[src/hw/rtl/glm_pkg.sv]
// Shared types, constants and the low-point compare for the grid minimum finder.
`timescale 1ns / 1ps

package glm_pkg;

  localparam int CFG_W     = 8;
  localparam int CFG_IDX_W = 1;

  localparam logic [CFG_IDX_W-1:0] REG_FRAME_WIDTH  = 1'd0;
  localparam logic [CFG_IDX_W-1:0] REG_FRAME_HEIGHT = 1'd1;

  localparam logic [CFG_W-1:0] DIM_RESET = 8'd128;

  localparam int ROW_OUT_W    = 7;
  localparam int COL_OUT_W    = 7;
  localparam int HEIGHT_OUT_W = 4;
  localparam int RISK_W       = 24;

  localparam logic [RISK_W-1:0] RISK_MAX = 24'hFFFFFF;

  // Widest sample the compare function takes.
  localparam int SAMPLE_MAX_W = 16;

  localparam int QUEUE_DEPTH = 8;
  localparam int PUSH_MAX    = 3;
  localparam int PUSH_W      = 2;
  localparam int CNT_W       = $clog2(QUEUE_DEPTH + 1);

  typedef logic [SAMPLE_MAX_W-1:0] sample_t;

  typedef struct packed {
    logic [ROW_OUT_W-1:0]    row;
    logic [COL_OUT_W-1:0]    col;
    logic [HEIGHT_OUT_W-1:0] height;
    logic [RISK_W-1:0]       total;
    logic                    done;
  } result_t;

  typedef struct packed {
    logic              shift;
    logic [CNT_W-1:0]  base;
    logic [PUSH_W-1:0] npush;
  } queue_ctrl_t;

  // Strictly lower than every neighbor that exists.
  function automatic logic is_low(sample_t v,
                                  logic hu, sample_t u,
                                  logic hd, sample_t d,
                                  logic hl, sample_t l,
                                  logic hr, sample_t r);
    return (!hu || (u > v)) && (!hd || (d > v)) && (!hl || (l > v)) && (!hr || (r > v));
  endfunction

endpackage

[src/hw/rtl/glm_line_store.sv]
// Column-indexed line store: one write port, two registered read ports with write bypass.
`timescale 1ns / 1ps

module glm_line_store #(
  parameter int DEPTH  = 128,
  parameter int ADDR_W = 7,
  parameter int DATA_W = 8
) (
  input  logic              clk,
  input  logic              wr_en,
  input  logic [ADDR_W-1:0] wr_addr,
  input  logic [DATA_W-1:0] wr_data,
  input  logic [ADDR_W-1:0] rd_addr_a,
  input  logic [ADDR_W-1:0] rd_addr_b,
  output logic [DATA_W-1:0] rd_data_a,
  output logic [DATA_W-1:0] rd_data_b
);

  logic [DATA_W-1:0] mem [DEPTH];

  always_ff @(posedge clk) begin
    if (wr_en) begin
      mem[wr_addr] <= wr_data;
    end
  end

  // Return the word being written when a read hits the same column.
  always_ff @(posedge clk) begin
    if (wr_en && (wr_addr == rd_addr_a)) begin
      rd_data_a <= wr_data;
    end else begin
      rd_data_a <= mem[rd_addr_a];
    end
    if (wr_en && (wr_addr == rd_addr_b)) begin
      rd_data_b <= wr_data;
    end else begin
      rd_data_b <= mem[rd_addr_b];
    end
  end

endmodule

[src/hw/rtl/glm_queue_cell.sv]
// One slot of the collapsing result queue; takes a new result or its upper neighbor.
`timescale 1ns / 1ps

module glm_queue_cell
  import glm_pkg::*;
(
  input  logic             clk,
  input  logic [CNT_W-1:0] slot_index,
  input  queue_ctrl_t      ctrl,
  input  result_t          push_ent [PUSH_MAX],
  input  result_t          upper,
  output result_t          ent
);

  logic [CNT_W-1:0] offset;
  logic             take_push;

  assign offset    = slot_index - ctrl.base;
  assign take_push = (slot_index >= ctrl.base) && (offset < CNT_W'(ctrl.npush));

  always_ff @(posedge clk) begin
    if (take_push) begin
      ent <= push_ent[offset[PUSH_W-1:0]];
    end else if (ctrl.shift) begin
      ent <= upper;
    end
  end

endmodule

[src/hw/rtl/grid_local_minimum_finder.sv]
// Top level of the grid local minimum finder. Height samples arrive in row-major order, one per
// transfer, and the block takes one sample per clock. A pixel is reported when it is strictly
// lower than its four neighbors (neighbors outside the frame count as higher); each pixel is
// judged when the pixel below it arrives, last-row pixels when the pixel to their right arrives,
// and the frame's last pixel judges itself and adds a done result carrying the saturating sum of
// height plus one over the frame's low points. The two previous rows live in one column-indexed
// line store whose two read ports are fetched one sample ahead, so a sample's neighbors are
// ready when it arrives. Results leave one per clock while the output side accepts them,
// through an eight-slot collapsing queue built from a chain of slots, after the accumulate
// stage register. The intake takes a sample whenever the queue, counting results still in
// flight, has room for three more, the largest burst one sample can bring (the low above, the
// low to the left and the done result at a frame's last pixel). The rate is one sample per
// clock as long as the output side keeps up with the results; a held-off output side stalls the
// intake once more than five results are queued or in flight. The line store is not cleared
// after reset; frame size registers may be written between frames.
`timescale 1ns / 1ps

module grid_local_minimum_finder
  import glm_pkg::*;
#(
  parameter int MAX_WIDTH   = 128,
  parameter int MAX_HEIGHT  = 128,
  parameter int SAMPLE_BITS = 4
) (
  input  logic                    clk,
  input  logic                    rst,
  // configuration write port
  input  logic                    cfg_write,
  input  logic [CFG_IDX_W-1:0]    cfg_index,
  input  logic [CFG_W-1:0]        cfg_data,
  // sample channel
  input  logic                    pixel_valid,
  output logic                    pixel_ready,
  input  logic [SAMPLE_BITS-1:0]  pixel_height,
  // result channel
  output logic                    point_valid,
  input  logic                    point_ready,
  output logic [ROW_OUT_W-1:0]    point_row,
  output logic [COL_OUT_W-1:0]    point_col,
  output logic [HEIGHT_OUT_W-1:0] point_height,
  output logic [RISK_W-1:0]       risk_total,
  output logic                    frame_done
);

  localparam int COL_W  = $clog2(MAX_WIDTH);
  localparam int ROW_W  = (MAX_HEIGHT > 1) ? $clog2(MAX_HEIGHT) : 1;
  localparam int WD_W   = $clog2(MAX_WIDTH + 1);
  localparam int HD_W   = $clog2(MAX_HEIGHT + 1);
  localparam int DM_W   = (WD_W > HD_W) ? WD_W : HD_W;
  localparam int DIM_W  = (DM_W > CFG_W) ? DM_W : CFG_W;
  localparam int ADD_W  = SAMPLE_BITS + 1;
  localparam int PRE_W  = SAMPLE_BITS + 3;
  localparam int MEM_W  = 2 * SAMPLE_BITS;
  localparam int ENT_N  = PUSH_MAX + 1;

  // ---------------------------------------------------------------------------------------------
  // Configuration registers and clamped frame size
  // ---------------------------------------------------------------------------------------------
  logic [CFG_W-1:0] frame_width;
  logic [CFG_W-1:0] frame_height;
  logic [DIM_W-1:0] dim_w;
  logic [DIM_W-1:0] dim_h;

  always_ff @(posedge clk) begin
    if (rst) begin
      frame_width  <= DIM_RESET;
      frame_height <= DIM_RESET;
    end else if (cfg_write) begin
      case (cfg_index)
        REG_FRAME_WIDTH:  frame_width  <= cfg_data;
        REG_FRAME_HEIGHT: frame_height <= cfg_data;
        default: ;
      endcase
    end
  end

  // Zero reads as one; anything past the maximum reads as the maximum.
  always_comb begin
    dim_w = DIM_W'(frame_width);
    if (frame_width == '0) begin
      dim_w = DIM_W'(1);
    end else if (dim_w > DIM_W'(MAX_WIDTH)) begin
      dim_w = DIM_W'(MAX_WIDTH);
    end
    dim_h = DIM_W'(frame_height);
    if (frame_height == '0) begin
      dim_h = DIM_W'(1);
    end else if (dim_h > DIM_W'(MAX_HEIGHT)) begin
      dim_h = DIM_W'(MAX_HEIGHT);
    end
  end

  // ---------------------------------------------------------------------------------------------
  // Position, left-hand history and line store
  // ---------------------------------------------------------------------------------------------
  logic [COL_W-1:0]       col_count;
  logic [ROW_W-1:0]       row_count;
  logic [COL_W-1:0]       col_next;
  logic [COL_W-1:0]       col_ahead;
  logic [SAMPLE_BITS-1:0] lh0;       // row above, one column left
  logic [SAMPLE_BITS-1:0] lh1;       // this row, one column left
  logic [SAMPLE_BITS-1:0] left_far;  // this row, two columns left
  logic [MEM_W-1:0]       rd_a;
  logic [MEM_W-1:0]       rd_b;
  logic [SAMPLE_BITS-1:0] prev_c;
  logic [SAMPLE_BITS-1:0] older_c;
  logic [SAMPLE_BITS-1:0] prev_c1;
  logic                   pixel_acc;
  logic                   last_col;
  logic                   last_row;
  logic                   frame_end;

  assign pixel_acc = pixel_valid && pixel_ready;
  assign last_col  = (DIM_W'(col_count) + DIM_W'(1)) >= dim_w;
  assign last_row  = (DIM_W'(row_count) + DIM_W'(1)) >= dim_h;
  assign frame_end = last_col && last_row;

  // Store word per column: older row in the upper half, previous row in the lower half.
  assign older_c = rd_a[MEM_W-1:SAMPLE_BITS];
  assign prev_c  = rd_a[SAMPLE_BITS-1:0];
  assign prev_c1 = rd_b[SAMPLE_BITS-1:0];

  // Fetch the column of the next sample and its right neighbor before that sample arrives.
  always_comb begin
    col_next = col_count;
    if (pixel_acc) begin
      col_next = last_col ? '0 : col_count + COL_W'(1);
    end
    col_ahead = (col_next == COL_W'(MAX_WIDTH - 1)) ? col_next : col_next + COL_W'(1);
  end

  glm_line_store #(
    .DEPTH  (MAX_WIDTH),
    .ADDR_W (COL_W),
    .DATA_W (MEM_W)
  ) u_line_store (
    .clk       (clk),
    .wr_en     (pixel_acc),
    .wr_addr   (col_count),
    .wr_data   ({prev_c, pixel_height}),
    .rd_addr_a (col_next),
    .rd_addr_b (col_ahead),
    .rd_data_a (rd_a),
    .rd_data_b (rd_b)
  );

  always_ff @(posedge clk) begin
    if (rst) begin
      col_count <= '0;
      row_count <= '0;
      lh0       <= '0;
      lh1       <= '0;
    end else if (pixel_acc) begin
      col_count <= col_next;
      if (frame_end) begin
        row_count <= '0;
        lh0       <= '0;
        lh1       <= '0;
      end else begin
        if (last_col) begin
          row_count <= row_count + ROW_W'(1);
        end
        lh0      <= prev_c;
        lh1      <= pixel_height;
        left_far <= lh1;
      end
    end
  end

  // ---------------------------------------------------------------------------------------------
  // Judgement: pixel above, left pixel on the last row, the last pixel itself
  // ---------------------------------------------------------------------------------------------
  logic                   has_up;
  logic                   has_up2;
  logic                   has_left;
  logic                   has_left2;
  logic                   f_up;
  logic                   f_left;
  logic                   f_self;
  result_t                ent     [ENT_N];
  logic [ENT_N-1:0]       ent_ok;
  logic [ADD_W-1:0]       ent_add [ENT_N];
  result_t                a_slot  [PUSH_MAX];
  logic [ADD_W-1:0]       a_add   [PUSH_MAX];
  logic [PRE_W-1:0]       a_pre   [PUSH_MAX];
  logic [PUSH_W-1:0]      a_npush;

  assign has_up    = row_count != '0;
  assign has_up2   = row_count > ROW_W'(1);
  assign has_left  = col_count != '0;
  assign has_left2 = col_count > COL_W'(1);

  assign f_up = has_up &&
                is_low(sample_t'(prev_c), has_up2, sample_t'(older_c),
                       1'b1, sample_t'(pixel_height), has_left, sample_t'(lh0),
                       !last_col, sample_t'(prev_c1));

  assign f_left = last_row && has_left &&
                  is_low(sample_t'(lh1), has_up, sample_t'(lh0),
                         1'b0, '0, has_left2, sample_t'(left_far),
                         1'b1, sample_t'(pixel_height));

  assign f_self = frame_end &&
                  is_low(sample_t'(pixel_height), has_up, sample_t'(prev_c),
                         1'b0, '0, has_left, sample_t'(lh1), 1'b0, '0);

  always_comb begin
    ent_ok     = {frame_end, f_self, f_left, f_up};

    ent[0]     = '{row: ROW_OUT_W'(row_count - ROW_W'(1)), col: COL_OUT_W'(col_count),
                   height: HEIGHT_OUT_W'(prev_c), total: '0, done: 1'b0};
    ent_add[0] = ADD_W'(prev_c) + ADD_W'(1);

    ent[1]     = '{row: ROW_OUT_W'(row_count), col: COL_OUT_W'(col_count - COL_W'(1)),
                   height: HEIGHT_OUT_W'(lh1), total: '0, done: 1'b0};
    ent_add[1] = ADD_W'(lh1) + ADD_W'(1);

    ent[2]     = '{row: ROW_OUT_W'(row_count), col: COL_OUT_W'(col_count),
                   height: HEIGHT_OUT_W'(pixel_height), total: '0, done: 1'b0};
    ent_add[2] = ADD_W'(pixel_height) + ADD_W'(1);

    ent[3]     = '{row: '0, col: '0, height: '0, total: '0, done: 1'b1};
    ent_add[3] = '0;
  end

  // Pack the valid results to the front; at most three are valid at once, since neighbors
  // can never both be low.
  always_comb begin
    logic [PUSH_W:0] pos;
    pos = '0;
    for (int s = 0; s < PUSH_MAX; s++) begin
      a_slot[s] = '0;
      a_add[s]  = '0;
    end
    for (int k = 0; k < ENT_N; k++) begin
      if (ent_ok[k]) begin
        if (pos < (PUSH_W+1)'(PUSH_MAX)) begin
          a_slot[pos[PUSH_W-1:0]] = ent[k];
          a_add[pos[PUSH_W-1:0]]  = ent_add[k];
        end
        pos = pos + (PUSH_W+1)'(1);
      end
    end
    a_npush = pos[PUSH_W-1:0];
  end

  // Running sum of addends; unused slots add zero so the last slot holds the item's total.
  always_comb begin
    a_pre[0] = PRE_W'(a_add[0]);
    for (int s = 1; s < PUSH_MAX; s++) begin
      a_pre[s] = a_pre[s-1] + PRE_W'(a_add[s]);
    end
  end

  // ---------------------------------------------------------------------------------------------
  // Accumulate stage: saturating totals, then hand the results to the queue
  // ---------------------------------------------------------------------------------------------
  result_t           b_slot [PUSH_MAX];
  logic [PRE_W-1:0]  b_pre  [PUSH_MAX];
  logic [PUSH_W-1:0] npush_b;
  logic              b_done;
  logic [RISK_W-1:0] risk_acc;
  logic [RISK_W:0]   b_sum  [PUSH_MAX];
  logic [RISK_W-1:0] b_tot  [PUSH_MAX];
  result_t           push_ent [PUSH_MAX];

  always_ff @(posedge clk) begin
    if (rst) begin
      npush_b <= '0;
      b_done  <= 1'b0;
    end else if (pixel_acc) begin
      npush_b <= a_npush;
      b_done  <= frame_end;
    end else begin
      npush_b <= '0;
      b_done  <= 1'b0;
    end
  end

  always_ff @(posedge clk) begin
    b_slot <= a_slot;
    b_pre  <= a_pre;
  end

  // Saturating once on the whole partial sum equals saturating after every add.
  always_comb begin
    for (int s = 0; s < PUSH_MAX; s++) begin
      b_sum[s]          = (RISK_W+1)'(risk_acc) + (RISK_W+1)'(b_pre[s]);
      b_tot[s]          = b_sum[s][RISK_W] ? RISK_MAX : b_sum[s][RISK_W-1:0];
      push_ent[s]       = b_slot[s];
      push_ent[s].total = b_tot[s];
    end
  end

  // Clear the total after the frame's done result.
  always_ff @(posedge clk) begin
    if (rst) begin
      risk_acc <= '0;
    end else if (npush_b != '0) begin
      risk_acc <= b_done ? '0 : b_tot[PUSH_MAX-1];
    end
  end

  // ---------------------------------------------------------------------------------------------
  // Result queue: chain of slots, head at slot zero, shift down on every output transfer
  // ---------------------------------------------------------------------------------------------
  logic [CNT_W-1:0] q_count;
  logic             pop;
  queue_ctrl_t      q_ctrl;
  result_t          q_ent [QUEUE_DEPTH];

  assign pop          = point_valid && point_ready;
  assign q_ctrl.shift = pop;
  assign q_ctrl.base  = q_count - CNT_W'(pop);
  assign q_ctrl.npush = npush_b;

  for (genvar i = 0; i < QUEUE_DEPTH; i++) begin : g_slot
    result_t upper_ent;
    if (i == QUEUE_DEPTH - 1) begin : g_tail
      assign upper_ent = '0;
    end else begin : g_body
      assign upper_ent = q_ent[i+1];
    end
    glm_queue_cell u_slot (
      .clk        (clk),
      .slot_index (CNT_W'(i)),
      .ctrl       (q_ctrl),
      .push_ent   (push_ent),
      .upper      (upper_ent),
      .ent        (q_ent[i])
    );
  end

  always_ff @(posedge clk) begin
    if (rst) begin
      q_count <= '0;
    end else begin
      q_count <= q_count - CNT_W'(pop) + CNT_W'(npush_b);
    end
  end

  // Hold intake until the queue can absorb a full burst on top of what is in flight.
  assign pixel_ready = ((CNT_W+1)'(q_count) + (CNT_W+1)'(npush_b) + (CNT_W+1)'(PUSH_MAX))
                       <= (CNT_W+1)'(QUEUE_DEPTH);

  assign point_valid  = q_count != '0;
  assign point_row    = q_ent[0].row;
  assign point_col    = q_ent[0].col;
  assign point_height = q_ent[0].height;
  assign risk_total   = q_ent[0].total;
  assign frame_done   = q_ent[0].done;

  // ---------------------------------------------------------------------------------------------
  // Assertions
  // ---------------------------------------------------------------------------------------------
  a_queue_room : assert property (@(posedge clk) disable iff (rst)
    ((CNT_W+1)'(q_count) + (CNT_W+1)'(npush_b)) <= (CNT_W+1)'(QUEUE_DEPTH))
    else $error("result queue would overflow");

  a_frame_wrap : assert property (@(posedge clk) disable iff (rst)
    pixel_acc && frame_end |=> (col_count == '0) && (row_count == '0))
    else $error("position not cleared after last pixel of frame");

  a_done_pushed : assert property (@(posedge clk) disable iff (rst)
    b_done |-> (npush_b != '0))
    else $error("frame end without a done result");

  a_total_clear : assert property (@(posedge clk) disable iff (rst)
    b_done |=> (risk_acc == '0))
    else $error("risk total not cleared after done result");

endmodule
[config.mk]
export PLATFORM = sky130hd
export DESIGN_NAME = grid_local_minimum_finder
export DESIGN_NICKNAME = d
export VERILOG_FILES = /design/src/hw/rtl/glm_pkg.sv /design/src/hw/rtl/glm_line_store.sv /design/src/hw/rtl/glm_queue_cell.sv /design/src/hw/rtl/grid_local_minimum_finder.sv
export SDC_FILE = /design/constraint.sdc
export NUM_CORES = 2
export LEC_CHECK = 0
export BUFFER_PORTS_ARGS = -buffer_cell sky130_fd_sc_hd__buf_2
export CORE_MARGIN = 10
export CORE_UTILIZATION = 30
export CTS_CLUSTER_DIAMETER = 150
export DETAILED_ROUTE_END_ITERATION = 16
export PLACE_DENSITY = 0.51
export SYNTH_ARGS = -nofsm -noshare
export SYNTH_HDL_FRONTEND = slang
export SYNTH_SLANG_ARGS = --single-unit
[constraint.sdc]
create_clock -name clk -period 8.7 [get_ports clk]
set_clock_uncertainty 0.1 [all_clocks]
set_input_delay 0.435 -clock clk [delete_from_list [all_inputs] [get_ports clk]]
set_output_delay 0.435 -clock clk [all_outputs]
set_load 0.02 [all_outputs]
Word level (Yosys, flattened, before mapping)

Memories as Yosys holds them, arrays and structs flattened. A register that Yosys moved wholly into a read port is not among the register bits.
Index checks and enable logic that the tools add are counted.

Register bits: 496
RAM bits: 1,024
Bits of input ports: 18
Output and inout port bits: 45
Word-level logic and storage cells: 317
Memories kept: 1

Add/subtract/negate cells: 30
$lt $le $gt $ge: 49
Equal/unequal tests: 2
Multiplexer cells: 92
Bitwise gates (word level): 20
Reduce and logical (&&, ||, !) cells: 56

Memories:

| memory           | depth | width | read ports | clocked after memory_dff | wr ports | line                 | text |
|---|---|---|---|---|---|---|---|
| u_line_store.mem | 128   | 8     | 2          | 1                        | 1        | glm_line_store.sv:19 | `logic [DATA_W-1:0] mem [DEPTH];` |

Operators by type and width:

| operator              | number |
|---|---|
| $mux W43              | 36 |
| $mux W129             | 6 |
| $bmux W43 S2          | 8 |
| $bwmux W129           | 2 |
| $demux W43 S2         | 3 |
| $and A126 B126 Y126   | 1 |
| $not A126 Y126        | 1 |
| $mux W24              | 4 |
| $mux W15              | 6 |
| $gt A4 B4 Y1          | 9 |
| $mux W7               | 5 |
| $ge A3 B3 Y1 const B  | 11 |
| $not A2 Y3            | 11 |
| $lt A4 B2 Y1          | 8 |
| $mux W8               | 4 |
| $bwmux W15            | 2 |
| $demux W5 S2          | 3 |
| $add A24 B5 Y25       | 1 |
| $add A24 B6 Y25       | 1 |
| $add A24 B7 Y25       | 1 |
| $logic_and A1 B1 Y1   | 25 |
| $add A7 B1 Y7 const B | 3 |
| $mux W5               | 4 |
| $reduce_bool A2 Y1    | 10 |
| other kinds (41)      | 84 |

Logic depth before layout (Yosys ltp)

Depth in word-level cells: 24
Depth in mapped cells: 36
Depth with buffers taken out: 29

By module

A second synthesis with hierarchy kept.

Cells, all modules: 5,047
Area total of the unflattened synthesis: 81,665.8 sq um

By module, submodules not included:

| module                                | times used | cells each | area each (sq um) | sequential area each (sq um) |
|---|---|---|---|---|
| glm_line_store                        | 1          | 2,061      | 47,808.4          | 31,029.8 |
| glm_queue_cell (g_slot[2].u_slot ...) | 6          | 216        | 2,945.3           | 1,291.2 |
| grid_local_minimum_finder             | 1          | 1,256      | 9,994.6           | 3,002.9 |
| glm_queue_cell (g_slot[0].u_slot ...) | 2          | 217        | 3,095.5           | 1,291.2 |

Worst setup path after synthesis

No wires, ideal clock.

Kind: register -> register
Start: register (tool-made name)
End: register b_pre[6] (netlist name)
Setup time: 106 ps
Data arrival time: 9,428 ps
Required time: 8,494 ps
Slack: -934 ps
Cell stages (with the launch flop): 33
Buffers on the path: 5
Clock period less this slack: 9,634 ps
Cells stage by stage: dfxtp_1 clkbuf_1 buf_4 buf_1 mux4_2 mux4_2 mux4_2 mux2i_1 inv_1 ha_1 nor2b_1 o21ai_0 nand2b_1 a21oi_1 o21ai_0 o2111ai_1 a21oi_1 clkbuf_1 fa_1 a211oi_1 and3_1 clkbuf_1 o21ba_2 o211a_1 ha_1 fa_1 inv_1 fa_1 inv_1 a21oi_1 o21bai_1 nand2_1 o311ai_0

RTL lines:

| element              | line                             | text |
|---|---|---|
| end signal, assigned | grid_local_minimum_finder.sv:282 | `b_pre <= a_pre;` |
| end, declared        | grid_local_minimum_finder.sv:259 | `logic [PRE_W-1:0] b_pre [PUSH_MAX];` |

==> results.yml <==
run_status:
  status: "finished clean"
sta:
  tightestPinTransition_ns: 1.361
  drv_slew: 0
  finalSetupTns_ns: 0
  post-route-period-util: 0.9335
  setup_viol: 0
  hold_violations: 0
  hold_slack_ns: 0.09256
  slew_headroom: 0.08919
  grt_setup_unrepaired: "no"
  fmax_mhz: 123.1
  min_period_ns: 8.122
yosys:
  yosysWarnings: 0
  async_flop_share: 0
  yosys.cell_types.count: 84
  synth_edf_count: 1372
  synth_commonest_cells: "edfxtp_1, nand2_1, nor2_1"
  yosys.area.top_type_share: 0.5807
  ys_ff_latch: 1527
  ys_seq_area_frac: 0.6244
  syn_nets: 5388
  synth.avg_cell_area_sq_um: 13.52
  synth.area.top_cells: "edfxtp_1, mux4_2, dfxtp_1, nand2_1, nor2_1"
  ys.flop_type: "edfxtp_1"
  yosysTopAreaCell: "edfxtp_1"
  synth.most_common_cell: "edfxtp_1"
  netlist_area_sq_um: 70950
  syn-instance-count: 5249
floorplanning:
  die_h_microns: 506.3
  initial_core_util: 0.3017
  dieArea_sq_um: 256400
  io_pins: 63
  num_rows: 178
  fp.dieW_microns: 506.3
  core_area_sq_um: 235200
worst_setup_path:
  cp-end-kind: "flip-flop"
  arrival_ns: 8.73
  start_kind: "flip-flop"
  reg2reg_to: "b_pre[6]"
  critPathMaxFanout: 31
  r2r_setup_slack_ns: 0.58
  path_class: "reg2reg"
  required_ns: 9.31
  worstRegToRegCells: 27
layout:
  final_net_count: 5425
  area_growth_pct: 14.62
  finalInstanceArea_sq_um: 81320
  multi_input_comb_area_sq_um: 25180
  final_layout_size_suffix_gt1_frac: 0.1824
  fillers: 22770
  ff_latch_area_sq_um: 44320
pwr:
  ir_drop_mv: 0.6259
  p_leak_nw: 26.88
  p_total_mw: 29.28
  power.density_nw_per_um2: 360.1
route:
  ant_nets: 0
  drt-pass1-iter-count: 8
  wl_per_cell_microns: 25.65
  drt-vias-per-instance: 5.350
  totalWireLength_mm: 220.1
  drcViolationCount: 0
  num_vias: 45910
  dr.first_iter.drc_count: 5032
worst_hold_path:
  hold_depth: 3
  whs_endpoint: "risk_acc[23]"
  min_path_type: "in2reg"
  hold_path_startpoint: "rst"
clock_network:
  h-tree-depth: 4
  clk_path_buf_depth: 3
  clockRootBuffer: "clkbuf_16"
  cts-buffers-inserted: 170
  clkTransAtPathRegs_ns: 0.06
  cts_tree: "built"
  numClockSinks: 1527
  worstSkewPairLatency_ns: 0.84
global_routing:
  grt_pass1_wl_mm: 323.3
  globalRouteTotalUtil: 0.1665
  overflow: 0
  antenna_found_initial: 4
  grt_pass1_vias: 45740
  grt_max_degree: 129
placed_design:
  gp_congestion: 0.8683
  postPlaceCellArea_sq_um: 75450
  port_buffers: 62
  hpwlAfterDp_mm: 142.3
job:
  drv_cap: 0
how the worst max path moves through the flow:
stage	end	slack (ns)	start	depth (start not counted)
after floorplan	b_pre[6]	0.04	flip-flop	32
after global placement	b_pre[6]	0.37	flip-flop	31
after detailed placement	b_pre[6]	0.30	flip-flop	31
after CTS	b_pre[6]	0.30	flip-flop	31
after global routing	b_pre[6]	0.06	flip-flop	30
final	b_pre[6]	0.58	flip-flop	27
cell usage in the layout, fill, tap and decap left out, types with 15 or more instances in the layout:
| cell | count |
|---|---|
| a21o_1 | 15 |
| a21oi_1 | 226 |
| a22oi_1 | 33 |
| a31oi_1 | 118 |
| a32oi_1 | 23 |
| and2_1 | 40 |
| and3_1 | 34 |
| buf_12 | 15 |
| buf_2 | 58 |
| buf_4 | 147 |
| clkbuf_1 | 27 |
| clkbuf_16 | 173 |
| clkinv_1 | 37 |
| clkinv_2 | 38 |
| dfxtp_1 | 151 |
| dlygate4sd3_1 | 17 |
| edfxtp_1 | 1372 |
| ha_1 | 105 |
| inv_1 | 70 |
| mux2_2 | 97 |
| mux2i_1 | 166 |
| mux4_2 | 338 |
| nand2_1 | 555 |
| nand3_1 | 149 |
| nand4_1 | 34 |
| nor2_1 | 553 |
| nor2b_1 | 28 |
| nor3_1 | 94 |
| nor4_1 | 30 |
| o21ai_0 | 251 |
| o22ai_1 | 83 |
| xnor2_1 | 50 |
| xor2_1 | 27 |
metrics by stage:
stage	utilization	instances	setup slack, ns
4_1_cts	0.3456	8577	0.2964
3_3_place_gp	0.3208	8245	0.3700
3_5_place_dp	0.3208	8245	0.2983
2_1_floorplan	-	5249	0.04477
5_1_grt	0.3458	8580	0.05686
6_report	0.3458	8581	0.5784
layout make-up:
| cell class | instances | share of cell area |
|---|---|---|
| well taps | 3150 | 0.04847 |
| multi-input cells | 3267 | 0.3097 |
| clock buffers | 208 | 0.05584 |
| flip-flops and latches | 1527 | 0.5450 |
| inverters | 81 | 0.003847 |
| clock inverters | 107 | 0.01372 |
| repair buffers | 239 | 0.02340 |
| diodes | 2 | 0.00006155 |
critical path, stage by stage (launching register included):
cell and delay, ns:
dfxtp_4 0.50, buf_16 0.29, buf_4 0.29, mux4_2 0.58, mux4_2 0.57, mux4_2 0.55
mux2i_4 0.33, clkinvlp_4 0.20, ha_4 0.29, a21oi_1 0.08, a41o_1 0.22, a22oi_1 0.26
nand3_1 0.15, inv_1 0.10, fa_1 0.45, a211oi_2 0.33, and3_1 0.25, o21ba_2 0.22
o211a_1 0.15, ha_1 0.22, fa_1 0.53, inv_1 0.07, fa_1 0.43, inv_1 0.08
a21oi_1 0.07, o21bai_1 0.26, nand2_1 0.09, o311ai_1 0.33
registers in the layout (all words and copies together) (netlist names), named ones only:
register                count
frame_height                8
frame_width                 8
u_line_store.mem         1024
q_count                     4
b_slot                     57
lh0                         4
npush_b                     2
risk_acc                   24
row_count                   7
b_done                      1
b_pre                      18
left_far                    4
g_slot.u_slot.ent         344
col_count                   7
u_line_store.rd_data_b      4
lh1                         4
report_power, final:
| part | leakage, nW | internal, mW | total [mW] | switching [mW] |
|---|---|---|---|---|
| sequential | 13.7 | 10.0 | 10.3 | 0.285 |
| combinational | 10.4 | 3.83 | 11.7 | 7.87 |
| clock | 2.76 | 4.16 | 7.29 | 3.13 |
| total | 26.9 | 18.0 | 29.3 | 11.3 |
layer usage:
layer  track usage  wire length, microns  vias to the layer above
met1        0.2276                 95980                    23630
li1              -                     -                    20170
met3       0.02821                 13590                      353
met2        0.2695                103600                     1757
met4       0.05365                  6896                        0
met5             0                     0                        -
cells by family after synthesis:
family,after synthesis,synth area share
buf+inv,455,0.02501
compound gates,857,0.07267
xor+xnor,81,0.009999
flops,1527,0.6244
mux,608,0.1471
simple gates,1600,0.09847
fa+ha+maj,121,0.02229
timing repair:
item	CTS	global route
hold endpoints to repair	55	0
hold buffers	17	0
setup endpoints to repair	0	1
buffers inserted	0	2
gates resized for setup	0	4
Power figures use the tool's default switching activity.
